## src/rtl/fpa_pkg.sv

```systemverilog
// Shared definitions of the fixed-point ALU: operation codes and defaults.
// No dependencies; imported by the interfaces and all RTL modules.
package fpa_pkg;

  // Default number of fractional bits of the Q format
  localparam int FRAC_BITS_DEF = 8;

  // Operation codes carried in the func field of an item
  typedef enum logic [3:0] {
    FN_ADD      = 4'd0,
    FN_SUB      = 4'd1,
    FN_MUL      = 4'd2,
    FN_DIV      = 4'd3,
    FN_GT       = 4'd4,
    FN_LT       = 4'd5,
    FN_GE       = 4'd6,
    FN_LE       = 4'd7,
    FN_EQ       = 4'd8,
    FN_NE       = 4'd9,
    FN_MIN      = 4'd10,
    FN_MAX      = 4'd11,
    FN_INC      = 4'd12,
    FN_DEC      = 4'd13,
    FN_FROM_INT = 4'd14,
    FN_TO_INT   = 4'd15
  } func_e;

endpackage

```

## src/rtl/fpa_div_step.sv

```systemverilog
// One step of the restoring divider: brings in one dividend bit, makes one
// quotient bit. Depends on fpa_pkg for FRAC_BITS_DEF in the default of QW.
module fpa_div_step import fpa_pkg::*; #(
  parameter int QW = FRAC_BITS_DEF + 32
) (
  input  logic [31:0]   rem_i,
  input  logic [QW-1:0] dvd_i,
  input  logic [31:0]   dsor_i,
  output logic [31:0]   rem_o,
  output logic [QW-1:0] dvd_o
);

  logic [32:0] rem_sh;
  logic [32:0] diff;
  logic        qbit;

  // Shift in the next dividend bit, subtract the divisor when it fits
  always_comb begin
    rem_sh = {rem_i, dvd_i[QW-1]};
    diff   = rem_sh - {1'b0, dsor_i};
    qbit   = (rem_sh >= {1'b0, dsor_i});
    rem_o  = qbit ? diff[31:0] : rem_sh[31:0];
    dvd_o  = {dvd_i[QW-2:0], qbit};
  end

endmodule
```

## config.mk

```make
export PLATFORM = sky130hd
export DESIGN_NAME = fpa_div_step
export DESIGN_NICKNAME = d
export VERILOG_FILES = /design/src/rtl/fpa_pkg.sv /design/src/rtl/fpa_div_step.sv
export SDC_FILE = /design/constraint.sdc
export NUM_CORES = 1
export LEC_CHECK = 0
export BUFFER_PORTS_ARGS = -buffer_cell sky130_fd_sc_hd__buf_4
export CORE_ASPECT_RATIO = 1.2
export CORE_MARGIN = 2
export CORE_UTILIZATION = 45
export DETAILED_ROUTE_END_ITERATION = 10
export PLACE_DENSITY = 0.93
export SYNTH_ARGS = -nofsm -noshare
export SYNTH_HDL_FRONTEND = slang
export SYNTH_SLANG_ARGS = --single-unit
```

## constraint.sdc

```tcl
create_clock -name vclk -period 4.3
set_input_delay 0.645 -clock vclk [all_inputs]
set_output_delay 0.645 -clock vclk [all_outputs]
set_load 0.01 [all_outputs]
```

==> run summary <==
status - finished, final reports clean
DRT Pass-1 Iters - 4
fmax - 246.5 MHz
cell area after synthesis - 2631 um^2
final hold slack - 1.290 ns
Crit Path Max Fanout - 29
Fin. Hold Viols - 0
Core ar. - 5668 um^2
CTS Hold Bufs - 0
vias in the first global route - 2595
total grt overflow - 0
routability congestion estimate - 0.9554
Vias - 2687
Wirelength per Cell - 13.69 um
worst slew pin tran - 0.5849 ns
Cells after Synth - 363
post-DP HPWL - 5844 um
DR iter-0 viols - 94
crit path DAT - 3.41 ns
min-delay worst type - in2out
Detailed Route WL - 6734 um
I/O Pins - 176
detailed-route DRC error count - 0
RSZ-0062 raised after global routing - no
clock buffers - 0
antenna cells - 0
crit path capture type - output pin
count of final setup violators - 0
# port buffers - 98
VDD IR max - 83.70 uV
final period utilization - 94.34%
Initial Util - 46.42%
Power Density - 183.2 nW/um^2
Via density - 5.461
Crit Path Category - in2out
Layout Nets - 551
Slew headroom - 60.50%
number of distinct library cells after synthesis - 51
Die Height - 87.77 um
CP required - 3.65 ns
Post-CTS Setup Bufs - 0
Max-cap violations - 0
share of cells above drive strength 1 - 34.71%
placed cell area - 3122 um^2
part of the Yosys area used for sequential elements - 0%
static leakage - 0.001606 uW
Syn Area/Cell - 7.249 um^2
fin. max-slew vios - 0
largest net degree at the start of global routing - 30
Area Growth Syn to Fin - 18.74%
post-route design area - 3124 um^2
number of antenna violations at the first check in global routing - 0
first-pass GRT wire length - 10610 um
seq_cells - 0
Horiz. Die Dim - 73.81 um
clock period minus worst slack - 4.057 ns
syn nets - 500
Site Rows - 30
antenna-violating nets left - 0
CTS resizes - 1
total area of sequential cells - 0 um^2
startpoint types - input port
gr usage total - 19.39%
die area - 6478 um^2
Yosys warnings - 0
-- layer usage --
| layer | up-vias | routed length (um) | share of wire (%) | track usage, % |
|---|---|---|---|---|
| li1 | 1338 | - | - | - |
| met1 | 1244 | 2782 | 41 | 21.93 |
| met2 | 81 | 3410 | 51 | 37.74 |
| met3 | 24 | 345 | 5.1 | 1.381 |
| met4 | 0 | 196 | 2.9 | 5.785 |
| met5 | - | 0 | 0 | 0 |
-- kinds of logic (layout without fill, tap and decap cells) --
| kind of cell | Yosys count | count (layout) | share of synthesized area [%] |
|---|---|---|---|
| AOI/OAI and AO/OA | 89 | 89 | 23.21 |
| and+or+nand+nor | 89 | 89 | 17.21 |
| buffers and inverters | 94 | 143 | 20.11 |
| muxes | 32 | 32 | 14.84 |
| adders and majority gates | 33 | 33 | 15.98 |
| xor gates and xnor gates | 26 | 26 | 8.654 |
-- layout by cell type (no fill, tap or decap), types with 3 or more instances in the layout --
cell type / synthesis / final
a21boi_0: 3 / 3
xnor2_1: 18 / 18
nand2_1: 24 / 24
buf_4: 40 / 102
a21oi_1: 26 / 26
a31oi_1: 5 / 5
mux2i_1: 3 / 3
a211oi_1: 3 / 3
mux2_4: 9 / 9
and3_1: 3 / 3
a31o_2: 3 / 3
nand3_1: 7 / 7
a21o_1: 9 / 9
o21a_1: 4 / 4
mux2_2: 20 / 20
o21bai_1: 4 / 4
nand4_1: 9 / 9
nor3b_1: 3 / 3
nor3_1: 6 / 6
o211ai_1: 3 / 3
xor2_1: 8 / 8
o21ai_0: 13 / 13
nor2_1: 23 / 23
nor2b_1: 6 / 6
ha_1: 32 / 32
inv_1: 40 / 40
-- critical path: stages --
cell      delay (ns)
buf_4           0.11
ha_1            0.40
nand4_1         0.18
nor3_1          0.28
o211ai_1        0.18
nor4b_4         0.18
o21ai_2         0.17
a31oi_4         0.12
o21a_4          0.26
inv_4           0.33
mux2_2          0.40
buf_4           0.14
-- per-stage QoR --
stage	total power, uW	cells	TNS [ns]	util, %	worst slack [ns]
3_5_place_dp	571.4	492	-0.02440	55.08	-0.01114
5_1_grt	621.8	492	0	55.12	0.009591
6_report	572.4	492	0	55.12	0.2432
4_1_cts	574.8	492	0	55.12	0.2024
3_3_place_gp	559.3	492	0	55.08	0.1392
2_1_floorplan	405.6	363	0	-	0.6062
-- synth_stat cells, types with 3 or more instances --
master | count | area, um^2
a211oi_1 | 3 | 22.52
a21boi_0 | 3 | 22.52
a21o_1 | 9 | 67.56
a21oi_1 | 26 | 130.1
a31o_2 | 3 | 26.28
a31oi_1 | 5 | 31.28
and3_1 | 3 | 18.77
buf_4 | 40 | 300.3
clkbuf_1 | 9 | 33.78
ha_1 | 32 | 400.4
inv_1 | 40 | 150.1
mux2_2 | 20 | 225.2
mux2_4 | 9 | 135.1
mux2i_1 | 3 | 30.03
nand2_1 | 24 | 90.09
nand3_1 | 7 | 35.03
nand4_1 | 9 | 56.30
nor2_1 | 23 | 86.33
nor2b_1 | 6 | 37.54
nor3_1 | 6 | 30.03
nor3b_1 | 3 | 22.52
o211ai_1 | 3 | 22.52
o21a_1 | 4 | 30.03
o21ai_0 | 13 | 65.06
o21bai_1 | 4 | 30.03
xnor2_1 | 18 | 157.7
xor2_1 | 8 | 70.07
-- where the power goes --
group | leakage, uW | internal (uW) | switching (uW)
registers | 0 | 0 | 0
clock network | 0 | 0 | 0
logic | 0.00161 | 303 | 269
total | 0.00161 | 303 | 269
-- area by class of cell --
class / instances / area [um^2]
multi-input combinational: 269 / 2102
tap: 80 / 100.1
inverter: 41 / 156.4
fill: 530 / 2544
timing repair buffer: 102 / 765.7
-- path summary, 6_finish.rpt --
| check | startpoint | to | slack [ns] | depth (start not counted) |
|---|---|---|---|---|
| hold / removal | dvd_i[11] | dvd_o[12] | 1.29 | 0 |
| setup / recovery | rem_i[10] | rem_o[18] | 0.24 | 12 |
Note: power is estimated with default switching activity, not from simulation.
